==> src/rtl/gdo_pkg.sv <==
package gdo_pkg;

  // Calendar limits
  localparam logic [13:0] YEAR_LIMIT = 14'd10000;
  localparam logic [13:0] YEAR_MAX   = 14'd9999;
  // Days in years 0..9999
  localparam logic [21:0] DAYS_TOTAL = 22'd3652425;

  localparam logic [3:0] MON_JAN = 4'd1;
  localparam logic [3:0] MON_FEB = 4'd2;
  localparam logic [3:0] MON_APR = 4'd4;
  localparam logic [3:0] MON_JUN = 4'd6;
  localparam logic [3:0] MON_SEP = 4'd9;
  localparam logic [3:0] MON_NOV = 4'd11;
  localparam logic [3:0] MON_DEC = 4'd12;

  localparam logic [4:0] LEN_31 = 5'd31;
  localparam logic [4:0] LEN_30 = 5'd30;
  localparam logic [4:0] LEN_29 = 5'd29;
  localparam logic [4:0] LEN_28 = 5'd28;

  // Controller states
  typedef enum logic [3:0] {
    S_IDLE,
    S_YW1,
    S_YW2,
    S_INIT,
    S_MSUM,
    S_ADD,
    S_BS_MID,
    S_BS_W1,
    S_BS_W2,
    S_BS_CMP,
    S_LO_W1,
    S_LO_W2,
    S_LO_SUB,
    S_MWALK,
    S_DONE
  } state_t;

  // Datapath operations
  typedef enum logic [3:0] {
    OP_NONE,
    OP_LOAD,
    OP_INIT,
    OP_MSUM,
    OP_ADD,
    OP_ARG_MID,
    OP_BS_CMP,
    OP_ARG_LO,
    OP_LO_SUB,
    OP_MWALK,
    OP_OUT
  } dp_op_t;

  // Datapath status back to the controller
  typedef struct packed {
    logic start_oor;
    logic msum_done;
    logic range_bad;
    logic bs_done;
    logic mwalk_done;
  } dp_status_t;

  function automatic logic [4:0] month_len(input logic [3:0] m, input logic leap);
    logic [4:0] len;
    case (m)
      MON_APR, MON_JUN, MON_SEP, MON_NOV: len = LEN_30;
      MON_FEB: len = leap ? LEN_29 : LEN_28;
      default: len = LEN_31;
    endcase
    return len;
  endfunction

  // floor(v / 100) for v < 16384 by reciprocal multiply
  function automatic logic [7:0] div100(input logic [13:0] v);
    logic [26:0] p;
    p = {13'd0, v} * 27'd5243;
    return p[26:19];
  endfunction

endpackage

==> src/rtl/gdo_year_unit.sv <==
module gdo_year_unit (
  input  logic        clk,
  input  logic [13:0] yr,
  output logic [21:0] dby,
  output logic        leap
);
  import gdo_pkg::*;

  logic [13:0] y1;
  logic [13:0] t1;
  logic [7:0]  qt;
  logic [7:0]  qy;
  logic        nz;
  logic [13:0] t_in;
  logic [13:0] leaps;
  logic [22:0] dby_sum;
  logic [13:0] hund;

  assign t_in = (yr == 14'd0) ? 14'd0 : yr - 14'd1;

  // Stage 1: quotients by 100 of y-1 and of y
  always_ff @(posedge clk) begin
    y1 <= yr;
    t1 <= t_in;
    qt <= div100(t_in);
    qy <= div100(yr);
    nz <= (yr != 14'd0);
  end

  // Stage 2: days before year, leap flag
  always_comb begin
    leaps   = nz ? ({2'd0, t1[13:2]} - {6'd0, qt} + {8'd0, qt[7:2]} + 14'd1) : 14'd0;
    dby_sum = ({9'd0, y1} * 23'd365) + {9'd0, leaps};
    hund    = 14'({6'd0, qy} * 14'd100);
  end

  always_ff @(posedge clk) begin
    dby  <= dby_sum[21:0];
    leap <= (y1[1:0] == 2'd0) && ((hund != y1) || (qy[1:0] == 2'd0));
  end

endmodule

==> src/rtl/gdo_datapath.sv <==
module gdo_datapath (
  input  logic                clk,
  input  gdo_pkg::dp_op_t     op,
  input  logic [13:0]         start_year,
  input  logic [3:0]          start_month,
  input  logic [4:0]          start_day,
  input  logic signed [20:0]  day_offset,
  output gdo_pkg::dp_status_t status,
  output logic [13:0]         result_year,
  output logic [3:0]          result_month,
  output logic [4:0]          result_day,
  output logic                out_of_range
);
  import gdo_pkg::*;

  logic [13:0]        y;
  logic [3:0]         m;
  logic [4:0]         d;
  logic signed [20:0] off;
  logic [3:0]         cm;
  logic [3:0]         mi;
  logic [21:0]        n;
  logic [23:0]        r;
  logic [13:0]        lo;
  logic [13:0]        hi;
  logic [13:0]        mid_q;
  logic [13:0]        yr_arg;
  logic               oor;

  logic [21:0] dby;
  logic        leap;
  logic [3:0]  cm_cl;
  logic [4:0]  len_cm;
  logic [4:0]  len_mi;
  logic [4:0]  cd_cl;
  logic [23:0] r_sum;
  logic        range_bad;
  logic [14:0] mid_sum;
  logic [13:0] mid;

  gdo_year_unit u_year (
    .clk  (clk),
    .yr   (yr_arg),
    .dby  (dby),
    .leap (leap)
  );

  // Clamping and per-step arithmetic
  always_comb begin
    if (start_month < MON_JAN) begin
      cm_cl = MON_JAN;
    end else if (start_month > MON_DEC) begin
      cm_cl = MON_DEC;
    end else begin
      cm_cl = start_month;
    end
    len_cm = month_len(cm, leap);
    len_mi = month_len(mi, leap);
    if (d == 5'd0) begin
      cd_cl = 5'd1;
    end else if (d > len_cm) begin
      cd_cl = len_cm;
    end else begin
      cd_cl = d;
    end
    r_sum     = {2'b00, n} + {{3{off[20]}}, off};
    range_bad = r_sum[23] || (r_sum[22:0] >= {1'b0, DAYS_TOTAL});
    mid_sum   = {1'b0, lo} + {1'b0, hi} + 15'd1;
    mid       = mid_sum[14:1];
  end

  assign status.start_oor  = oor;
  assign status.msum_done  = (mi >= cm);
  assign status.range_bad  = range_bad;
  assign status.bs_done    = (lo >= hi);
  assign status.mwalk_done = (cm >= MON_DEC) || (r[22:0] < {18'd0, len_cm});

  // Working registers
  always_ff @(posedge clk) begin
    case (op)
      OP_LOAD: begin
        y      <= start_year;
        m      <= start_month;
        d      <= start_day;
        off    <= day_offset;
        cm     <= cm_cl;
        yr_arg <= start_year;
        oor    <= (start_year >= YEAR_LIMIT);
      end
      OP_INIT: begin
        n  <= dby + {17'd0, cd_cl} - 22'd1;
        mi <= MON_JAN;
      end
      OP_MSUM: begin
        n  <= n + {17'd0, len_mi};
        mi <= mi + 4'd1;
      end
      OP_ADD: begin
        r   <= r_sum;
        lo  <= 14'd0;
        hi  <= YEAR_MAX;
        oor <= range_bad;
      end
      OP_ARG_MID: begin
        mid_q  <= mid;
        yr_arg <= mid;
      end
      OP_BS_CMP: begin
        if (dby <= r[21:0]) begin
          lo <= mid_q;
        end else begin
          hi <= mid_q - 14'd1;
        end
      end
      OP_ARG_LO: begin
        yr_arg <= lo;
      end
      OP_LO_SUB: begin
        r  <= r - {2'b00, dby};
        cm <= MON_JAN;
      end
      OP_MWALK: begin
        r  <= r - {19'd0, len_cm};
        cm <= cm + 4'd1;
      end
      default: begin
      end
    endcase
  end

  // Output register
  always_ff @(posedge clk) begin
    if (op == OP_OUT) begin
      out_of_range <= oor;
      if (oor) begin
        result_year  <= y;
        result_month <= m;
        result_day   <= d;
      end else begin
        result_year  <= lo;
        result_month <= cm;
        result_day   <= r[4:0] + 5'd1;
      end
    end
  end

endmodule

==> src/rtl/gdo_controller.sv <==
module gdo_controller (
  input  logic                clk,
  input  logic                rst,
  input  logic                in_valid,
  input  logic                out_stall,
  input  gdo_pkg::dp_status_t status,
  output gdo_pkg::dp_op_t     op,
  output logic                in_stall,
  output logic                out_valid
);
  import gdo_pkg::*;

  state_t state;
  state_t state_next;
  logic   out_valid_next;

  // State and output-valid registers
  always_ff @(posedge clk) begin
    if (rst) begin
      state     <= S_IDLE;
      out_valid <= 1'b0;
    end else begin
      state     <= state_next;
      out_valid <= out_valid_next;
    end
  end

  assign in_stall = (state != S_IDLE);

  // Next state and datapath op
  always_comb begin
    state_next = state;
    op         = OP_NONE;
    case (state)
      S_IDLE: begin
        if (in_valid) begin
          op         = OP_LOAD;
          state_next = S_YW1;
        end
      end
      S_YW1: begin
        state_next = status.start_oor ? S_DONE : S_YW2;
      end
      S_YW2: begin
        state_next = S_INIT;
      end
      S_INIT: begin
        op         = OP_INIT;
        state_next = S_MSUM;
      end
      S_MSUM: begin
        if (status.msum_done) begin
          state_next = S_ADD;
        end else begin
          op = OP_MSUM;
        end
      end
      S_ADD: begin
        op         = OP_ADD;
        state_next = status.range_bad ? S_DONE : S_BS_MID;
      end
      S_BS_MID: begin
        if (status.bs_done) begin
          op         = OP_ARG_LO;
          state_next = S_LO_W1;
        end else begin
          op         = OP_ARG_MID;
          state_next = S_BS_W1;
        end
      end
      S_BS_W1: begin
        state_next = S_BS_W2;
      end
      S_BS_W2: begin
        state_next = S_BS_CMP;
      end
      S_BS_CMP: begin
        op         = OP_BS_CMP;
        state_next = S_BS_MID;
      end
      S_LO_W1: begin
        state_next = S_LO_W2;
      end
      S_LO_W2: begin
        state_next = S_LO_SUB;
      end
      S_LO_SUB: begin
        op         = OP_LO_SUB;
        state_next = S_MWALK;
      end
      S_MWALK: begin
        if (status.mwalk_done) begin
          state_next = S_DONE;
        end else begin
          op = OP_MWALK;
        end
      end
      S_DONE: begin
        if (!out_valid || !out_stall) begin
          op         = OP_OUT;
          state_next = S_IDLE;
        end
      end
      default: begin
        state_next = S_IDLE;
      end
    endcase
  end

  // Output register fills on OP_OUT, empties when taken
  always_comb begin
    if (op == OP_OUT) begin
      out_valid_next = 1'b1;
    end else if (out_valid && !out_stall) begin
      out_valid_next = 1'b0;
    end else begin
      out_valid_next = out_valid;
    end
  end

endmodule

==> src/rtl/gregorian_date_day_offset.sv <==
// Work from accept to result: a start year above 9999 skips all steps; a result that
// leaves the calendar ends the item after the month sum of the start date and the add;
// otherwise the month sum, a 13- or 14-step binary search on the year through the
// two-stage year unit, then a month walk of up to 11 steps.
// Throughput: one item at a time; the next item is taken once the result is in the
// output register, which holds it until taken. Reset (rst, synchronous) empties it.
module gregorian_date_day_offset (
  input  logic               clk,
  input  logic               rst,
  input  logic               in_valid,
  output logic               in_stall,
  input  logic [13:0]        start_year,
  input  logic [3:0]         start_month,
  input  logic [4:0]         start_day,
  input  logic signed [20:0] day_offset,
  output logic               out_valid,
  input  logic               out_stall,
  output logic [13:0]        result_year,
  output logic [3:0]         result_month,
  output logic [4:0]         result_day,
  output logic               out_of_range
);
  import gdo_pkg::*;

  dp_op_t     op;
  dp_status_t status;

  gdo_controller u_ctrl (
    .clk       (clk),
    .rst       (rst),
    .in_valid  (in_valid),
    .out_stall (out_stall),
    .status    (status),
    .op        (op),
    .in_stall  (in_stall),
    .out_valid (out_valid)
  );

  gdo_datapath u_dp (
    .clk          (clk),
    .op           (op),
    .start_year   (start_year),
    .start_month  (start_month),
    .start_day    (start_day),
    .day_offset   (day_offset),
    .status       (status),
    .result_year  (result_year),
    .result_month (result_month),
    .result_day   (result_day),
    .out_of_range (out_of_range)
  );

endmodule

==> config.mk <==
export PLATFORM = sky130hd
export DESIGN_NAME = gregorian_date_day_offset
export DESIGN_NICKNAME = d
export VERILOG_FILES = /design/src/rtl/gdo_pkg.sv /design/src/rtl/gdo_year_unit.sv /design/src/rtl/gdo_datapath.sv /design/src/rtl/gdo_controller.sv /design/src/rtl/gregorian_date_day_offset.sv
export SDC_FILE = /design/constraint.sdc
export NUM_CORES = 1
export LEC_CHECK = 0
export BUFFER_PORTS_ARGS = -buffer_cell sky130_fd_sc_hd__buf_2
export CAP_MARGIN = 20
export CORE_ASPECT_RATIO = 0.6
export CORE_MARGIN = 2
export CORE_UTILIZATION = 43
export CTS_CLUSTER_DIAMETER = 50
export CTS_CLUSTER_SIZE = 28
export DETAILED_ROUTE_END_ITERATION = 8
export GPL_TIMING_DRIVEN = 1
export PLACE_DENSITY = 0.69
export SYNTH_ARGS = -nofsm -noshare
export SYNTH_HDL_FRONTEND = slang
export SYNTH_SLANG_ARGS = --single-unit
==> constraint.sdc <==
create_clock -name clk -period 7.72 [get_ports clk]
set_input_delay 0.772 -clock clk [delete_from_list [all_inputs] [get_ports clk]]
set_output_delay 0.772 -clock clk [all_outputs]
set_load 0.005 [all_outputs]
### After elaboration in Yosys (flattened, before gate mapping)

Index checks and enable logic that the tools add are counted.

| storage, ports and cells | value |
|---|---|
| flip-flop bits (word level) | 252 |
| input bits | 48 |
| output and inout bits | 26 |
| logic and storage cells | 163 |

| cells by class | value |
|---|---|
| $add $sub $neg | 17 |
| multiply operators | 4 |
| order comparisons | 10 |
| equality and inequality tests | 41 |
| mux-type cells | 38 |
| reduce and logical (&&, ||, !) cells | 27 |

Operators by type and width:

| cell | count |
|---|---|
| 24-bit one-hot mux with 3 select lines | 1 |
| 14-bit two-way mux | 5 |
| 4-bit one-hot mux with 15 select lines | 1 |
| 4-bit equality test (second input constant) | 14 |
| 14-bit one-hot mux with 2 select lines | 2 |
| 14-bit by 13-bit multiplier with 27-bit output (second input constant) | 2 |
| 4-bit by 3-bit equality test with 1-bit output (second input constant) | 12 |
| 4-bit two-way mux | 12 |
| 22-bit by 5-bit adder with 22-bit output | 2 |
| 22-bit one-hot mux with 2 select lines | 1 |
| 14-bit one-hot mux with 3 select lines | 1 |
| 4-bit one-hot mux with 9 select lines | 1 |
| 14-bit by 1-bit subtractor with 14-bit output (second input constant) | 2 |
| 23-bit by 21-bit adder with 24-bit output | 1 |
| 4-bit by 2-bit equality test with 1-bit output (second input constant) | 6 |
| 24-bit by 22-bit subtractor with 24-bit output | 1 |
| 24-bit by 5-bit subtractor with 24-bit output | 1 |
| 23-bit by 22-bit >= comparator with 1-bit output (second input constant) | 1 |
| 23-bit by 5-bit < comparator with 1-bit output | 1 |
| 22-bit by 14-bit adder with 22-bit output | 1 |
| 22-bit less-or-equal comparator | 1 |
| 14-bit by 9-bit multiplier with 22-bit output (second input constant) | 1 |
| 22-bit by 1-bit subtractor with 22-bit output (second input constant) | 1 |
| 5-bit one-hot mux with 2 select lines | 2 |
| other kinds (39) | 64 |

### Longest topological paths before layout

| depth | value |
|---|---|
| word-level depth | 10 |
| mapped depth | 31 |
| mapped depth without buffers | 31 |

### Cells and area by module

A second synthesis with hierarchy kept.

| second synthesis, totals | value |
|---|---|
| cell total of the unflattened synthesis | 2617 |
| area, all modules | 25862.3 um2 |

By module, submodules not included:

| module | instances | cells an instance | area each (um2) | seq. area each (um2) |
|---|---|---|---|---|
| gdo_year_unit | 1 | 1291 | 12811.0 | 1321.3 |
| gdo_datapath | 1 | 1264 | 12547.0 | 5345.1 |
| gdo_controller | 1 | 62 | 504.2 | 100.1 |

### Worst setup path after synthesis

OpenSTA, ideal clock, no wires.

| timing path | value |
|---|---|
| path kind | register to register |
| start point | reg u_dp.yr_arg[2] |
| end point | reg u_dp.u_year.qt[4] |
| library setup time | 134 ps |
| data arrival time | 6383 ps |
| data required time | 7586 ps |
| path slack | 1203 ps |
| cell stages (with the launch flop) | 28 |
| buffers on the path | 0 |
| period minus slack after synthesis | 6517 ps |
| cell sequence | edfxtp_1 inv_1 ha_1 a21boi_0 nand2_1 a21boi_0 nand3_1 xnor2_1 or2_2 inv_1 ha_1 inv_1 fa_1 fa_1 inv_1 fa_1 fa_1 ha_1 a21o_1 a21o_1 a211oi_1 o21ai_0 a32oi_1 a21oi_1 o21a_1 o21a_1 o21ai_0 a21oi_1 |

| on the way | value |
|---|---|
| longest elaborated chain between the ends | 3 |
| elaborated cells between the ends (all ways) | 4 |
| classes of those cells | 1 x add/sub; 1 x mul; 1 x mux; 1 x reduce/logical |

RTL lines:

| element | RTL line | RTL |
|---|---|---|
| from (decl) | gdo_datapath.sv:27 | `logic [13:0] yr_arg;` |
| from (signal assigned) | gdo_datapath.sv:87 | `yr_arg <= start_year;` |
| from (signal assigned) | gdo_datapath.sv:106 | `yr_arg <= mid;` |
| from (signal assigned) | gdo_datapath.sv:116 | `yr_arg <= lo;` |
| 14-bit by 1-bit subtractor with 14-bit output / 14-bit logical NOT (equally long branches) | gdo_year_unit.sv:19 | `assign t_in = (yr == 14'd0) ? 14'd0 : yr - 14'd1;` |
| 14-bit two-way mux * | gdo_year_unit.sv:19 |  |
| via u_dp.u_year.t_in[11] | gdo_year_unit.sv:14 | `logic [13:0] t_in;` |
| 14-bit by 13-bit multiplier with 27-bit output * | gdo_pkg.sv:78 | `p = {13'd0, v} * 27'd5243;` |
| to (signal assigned) | gdo_year_unit.sv:25 | `qt <= div100(t_in);` |
| to (decl) | gdo_year_unit.sv:11 | `logic [7:0] qt;` |

Mark *: on every way through the listed nets, which the timed path passes. The rest lies on a longest branch.
A chain may end at the register's enable or synchronous reset.

### Worst setup path after layout

| timing path | value |
|---|---|
| start point | reg u_dp.yr_arg[5] |
| end point | reg u_dp.u_year.qt[4] |

The elaborated chain is that of the path after synthesis.

==> summary.md <==
| Metric | Value |
|---|---|
| Status | finished clean |
| Largest family of logic cells by synthesized area | adder cells |
| Synthesis-stage register bit count | 249 |
| Min-Delay Startpoint | day_offset[2] |
| Yosys top cell by area | ha_1 |
| Net Count, Synth | ~3,200 |
| Antenna diode count | 0 |
| Reg-to-Reg Start | u_dp.yr_arg[5] |
| Die Area | between 60,000 and 70,000 µm² |
| Kind of critical path | reg -> reg |
| Max-slew headroom | 17.63% |
| Antenna violations before repair | 1 |
| Total Routing Usage GR | 20.68% |
| Die X | 317.3 µm |
| CTS hold repair buffers | 0 |
| Largest net degree at the start of global routing | 52 |
| Area growth from synthesis to layout | 10.04% |
| Register clock-pin slew on the reported worst setup and hold paths | approximately 0.070 ns |
| Arrival time at the worst endpoint | roughly 7.7 ns |
| Starting Density | 43.77% |
| Post-Syn Area | about 25,000 µm² |
| Peak Freq | 0.1385 GHz |
| ANT nets after route | 0 |
| Seq/Total Area, Yosys | 26.72% |
| Crit Path Max Fanout | 11 |
| Setup TNS | 0 ns |
| Buffers on Ports | between 70 and 80 |
| Max incr delay on CP | 0.58 ns |
| Number of library cell types mapped by synthesis | 77 |
| Vias | 18,330 |
| DR pass1 iterations | 5 |
| Design area | 27,860 µm² |
| Worst R2R Setup Slack | 0.50 ns |
| Post-CTS setup buffers | 0 |
| TritonCTS Buffers | 30 |
| Layout cells sized above 1 | 7.309% |
| Worst-Skew Late Latency | ~0.61 ns |
| DP Area | 26,670 µm² |
| DRC Markers | 0 |
| Detailed Route Iter0 Violations | 1,530 |
| Sink of the worst hold path | u_dp.off[2] |
| First-pass GRT wire length | 99,090 µm |
| Adder-Cell Fraction of Synth Area | between 30% and 40% |
| Clk root buf | clkbuf_16 |
| Main synth FF type | edfxtp_1 |
| Hold path cells | 1 |
| CTS tree | built |
| Setup crit end kind | flop |
| Simple-gate share of the synthesized area | 9.567% |
| RSZ-0062 raised after global routing | no |
| Routed wire length | around 63,000 µm |
| Clk_skew | between 0.03 and 0.04 ns |
| RR Endpoint | u_dp.u_year.qt[4] |
| WP data required | ~8.2 ns |
| Via density | 5.332 |
| Reg2Reg Depth | 25 |
| Syn Area/Cell | 9.918 µm² |
| Post-synth top area share | around 22% |
| Startpoint Class | flop |
| Top post-synthesis cells by area | ha_1, edfxtp_1, fa_1 |
| Core footprint | 57,860 µm² |
| Max stage delay cell, worst path | edfxtp_1 |
| Fillers | 5,343 |
| Gpl congestion | ~0.91 |
| H-tree depth | 1 |
| Final setup viols | 0 |
| Slew Limit Fails | 0 |
| Period minus WS final | 7.220 ns |
| # rows | around 70 |
| CTS Sinks | 249 |
| Share of synthesized flip-flops with an asynchronous set or reset | 0% |
| Final Net Count | between 3,000 and 4,000 |
| Fin crit share | about 94% |
| Worst Max-Slew Pin Slew | around 1.2 ns |
| Yosys warning count | 0 |
| Chip height | 192.0 µm |
| Worst min path class | in -> reg |
| Vias in the first global route | around 18,000 |
| Post-synthesis compound-gate area fraction | 11.62% |
| Number of synthesized flops with an enable pin | between 150 and 200 |
| Max Cap Viol | 0 |
| Mux share of post-synthesis cell area | 0.9142% |
| Dpl hpwl | 51,870 µm |
| CTS Buffer Depth | 3 |
| Synth Instances | ~2,600 |
| Post-Synth XOR/XNOR Area | 6.261% |
| Routed len/inst | 18.19 µm |
| IO Count | 74 |
| Hold Violations, Final | 0 |
| Congestion Overflow GR | 0 |
stage by stage:
| step | setup slack [ns] | util, % | hold slack, ns | std cells |
|---|---|---|---|---|
| 6_report | 0.5002 | 48.16 | 0.3360 | 3438 |
| 4_1_cts | 0.1456 | 48.00 | 0.3025 | 3434 |
| 3_5_place_dp | 0.1981 | 46.09 | 0.5038 | 3378 |
| 3_3_place_gp | 0.4215 | 46.07 | 0.4785 | 3377 |
| 5_1_grt | 0.01418 | 48.16 | 0.3049 | 3438 |
| 2_1_floorplan | 1.203 | - | 0.4244 | 2553 |
what timing repair did:
item	4_1_cts	5_1_grt
hold endpoints to repair	0	0
gates resized for setup	0	4
endpoints found under the setup margin	0	6
Yosys cell counts (5+ instances only):
cell type / n
a22oi_1: 6
a21boi_0: 6
nand2b_1: 19
ha_1: 453
mux2_2: 17
a211o_1: 8
o21ai_0: 116
a2111oi_0: 5
inv_1: 480
and2_1: 30
buf_2: 5
or3_1: 14
nor2b_1: 19
and3_1: 21
o211ai_1: 8
xor2_1: 51
nand4_1: 19
xnor2_1: 130
o31ai_1: 8
a211oi_1: 7
nand3_1: 39
nand2_1: 155
a21o_1: 60
o21a_1: 23
a22o_1: 7
fa_1: 189
edfxtp_1: 178
a31o_2: 6
clkbuf_1: 24
or2_2: 14
a31oi_1: 10
a21oi_1: 113
nor4_1: 16
nor2_1: 100
or4_1: 7
nor3_1: 32
o21bai_1: 15
dfxtp_1: 71
cells by family (layout without fill, tap and decap cells):
| group | Yosys count | after routing |
|---|---|---|
| AOI/OAI and AO/OA | 452 | 452 |
| xor gates and xnor gates | 181 | 181 |
| adders and majority gates | 642 | 642 |
| buffers and inverters | 510 | 625 |
| DFF | 249 | 249 |
| muxes | 21 | 21 |
| and+or+nand+nor | 498 | 498 |
worst max-delay path: cells and delay by family, from the launching register on:
family	cells	cell delay (ns)
buffers and inverters	4	0.61
AND/OR/NAND/NOR	4	1.13
flip-flops	1	0.58
AO/OA/AOI/OAI	10	1.92
adder cells (fa/ha/maj)	7	2.83
worst max path at each step:
stage / startpoint / end / slack [ns] / depth (start not counted)
finish: u_dp.yr_arg[5] / u_dp.u_year.qt[4] / 0.50 / 25
global route: u_dp.yr_arg[1] / u_dp.u_year.qt[4] / 0.01 / 27
CTS: u_dp.yr_arg[2] / u_dp.u_year.qt[4] / 0.15 / 27
detailed placement: u_dp.yr_arg[2] / u_dp.u_year.qt[4] / 0.20 / 27
global placement: u_dp.yr_arg[2] / u_dp.u_year.qt[4] / 0.42 / 27
floorplan: u_dp.yr_arg[2] / u_dp.u_year.qt[4] / 1.20 / 27
state kept, by name (all words and copies together) (netlist names), 4 cells and up:
name,count
u_dp.mi,4
u_dp.u_year.qt,8
u_dp.result_year,14
u_dp.u_year.y1,14
u_ctrl.state,4
u_dp.u_year.t1,12
u_dp.d,5
u_dp.u_year.dby,22
u_dp.cm,4
u_dp.r,23
u_dp.yr_arg,14
u_dp.n,22
u_dp.y,14
u_dp.result_day,5
u_dp.m,4
u_dp.u_year.qy,8
u_dp.mid_q,14
u_dp.lo,14
u_dp.result_month,4
u_dp.hi,14
u_dp.off,21
per-layer routing:
layer | track usage [%] | vias up | wire length [µm]
li1 | - | 8870 | -
met1 | 33.44 | 8885 | 32750
met2 | 28.82 | 514 | 24600
met3 | 3.433 | 62 | 4337
met4 | 2.997 | 0 | 855
met5 | 0 | - | 0
placed cells by master, fill, tap and decap left out, drive strengths merged, types with 14 or more instances in the layout:
| master | count |
|---|---|
| buf | 89 |
| a21oi | 114 |
| edfxtp | 178 |
| dfxtp | 71 |
| xor2 | 51 |
| nor2 | 101 |
| or3 | 14 |
| inv | 486 |
| nand2b | 19 |
| fa | 189 |
| o21ai | 119 |
| nand2 | 155 |
| o21bai | 15 |
| nor4 | 16 |
| nor2b | 19 |
| nand3 | 39 |
| xnor2 | 130 |
| ha | 453 |
| and2 | 30 |
| clkbuf | 32 |
| nor3 | 32 |
| o21a | 23 |
| or2 | 14 |
| and3 | 21 |
| a21o | 60 |
| nand4 | 19 |
| mux2 | 17 |
area by class of cell:
type | instances | area, µm² | area share [%]
inverter | 480 | 1802 | 6.466
multi-input combinational | 1794 | 16680 | 59.88
clock inverter | 24 | 347.8 | 1.248
sequential | 249 | 6766 | 24.28
clock buffer | 32 | 758.2 | 2.721
tap | 770 | 963.4 | 3.458
timing repair buffer | 89 | 541.8 | 1.944
Power is left out: the tool's default activity adds up to more than one toggle a clock period on the data nets, which glitch-free logic cannot reach.
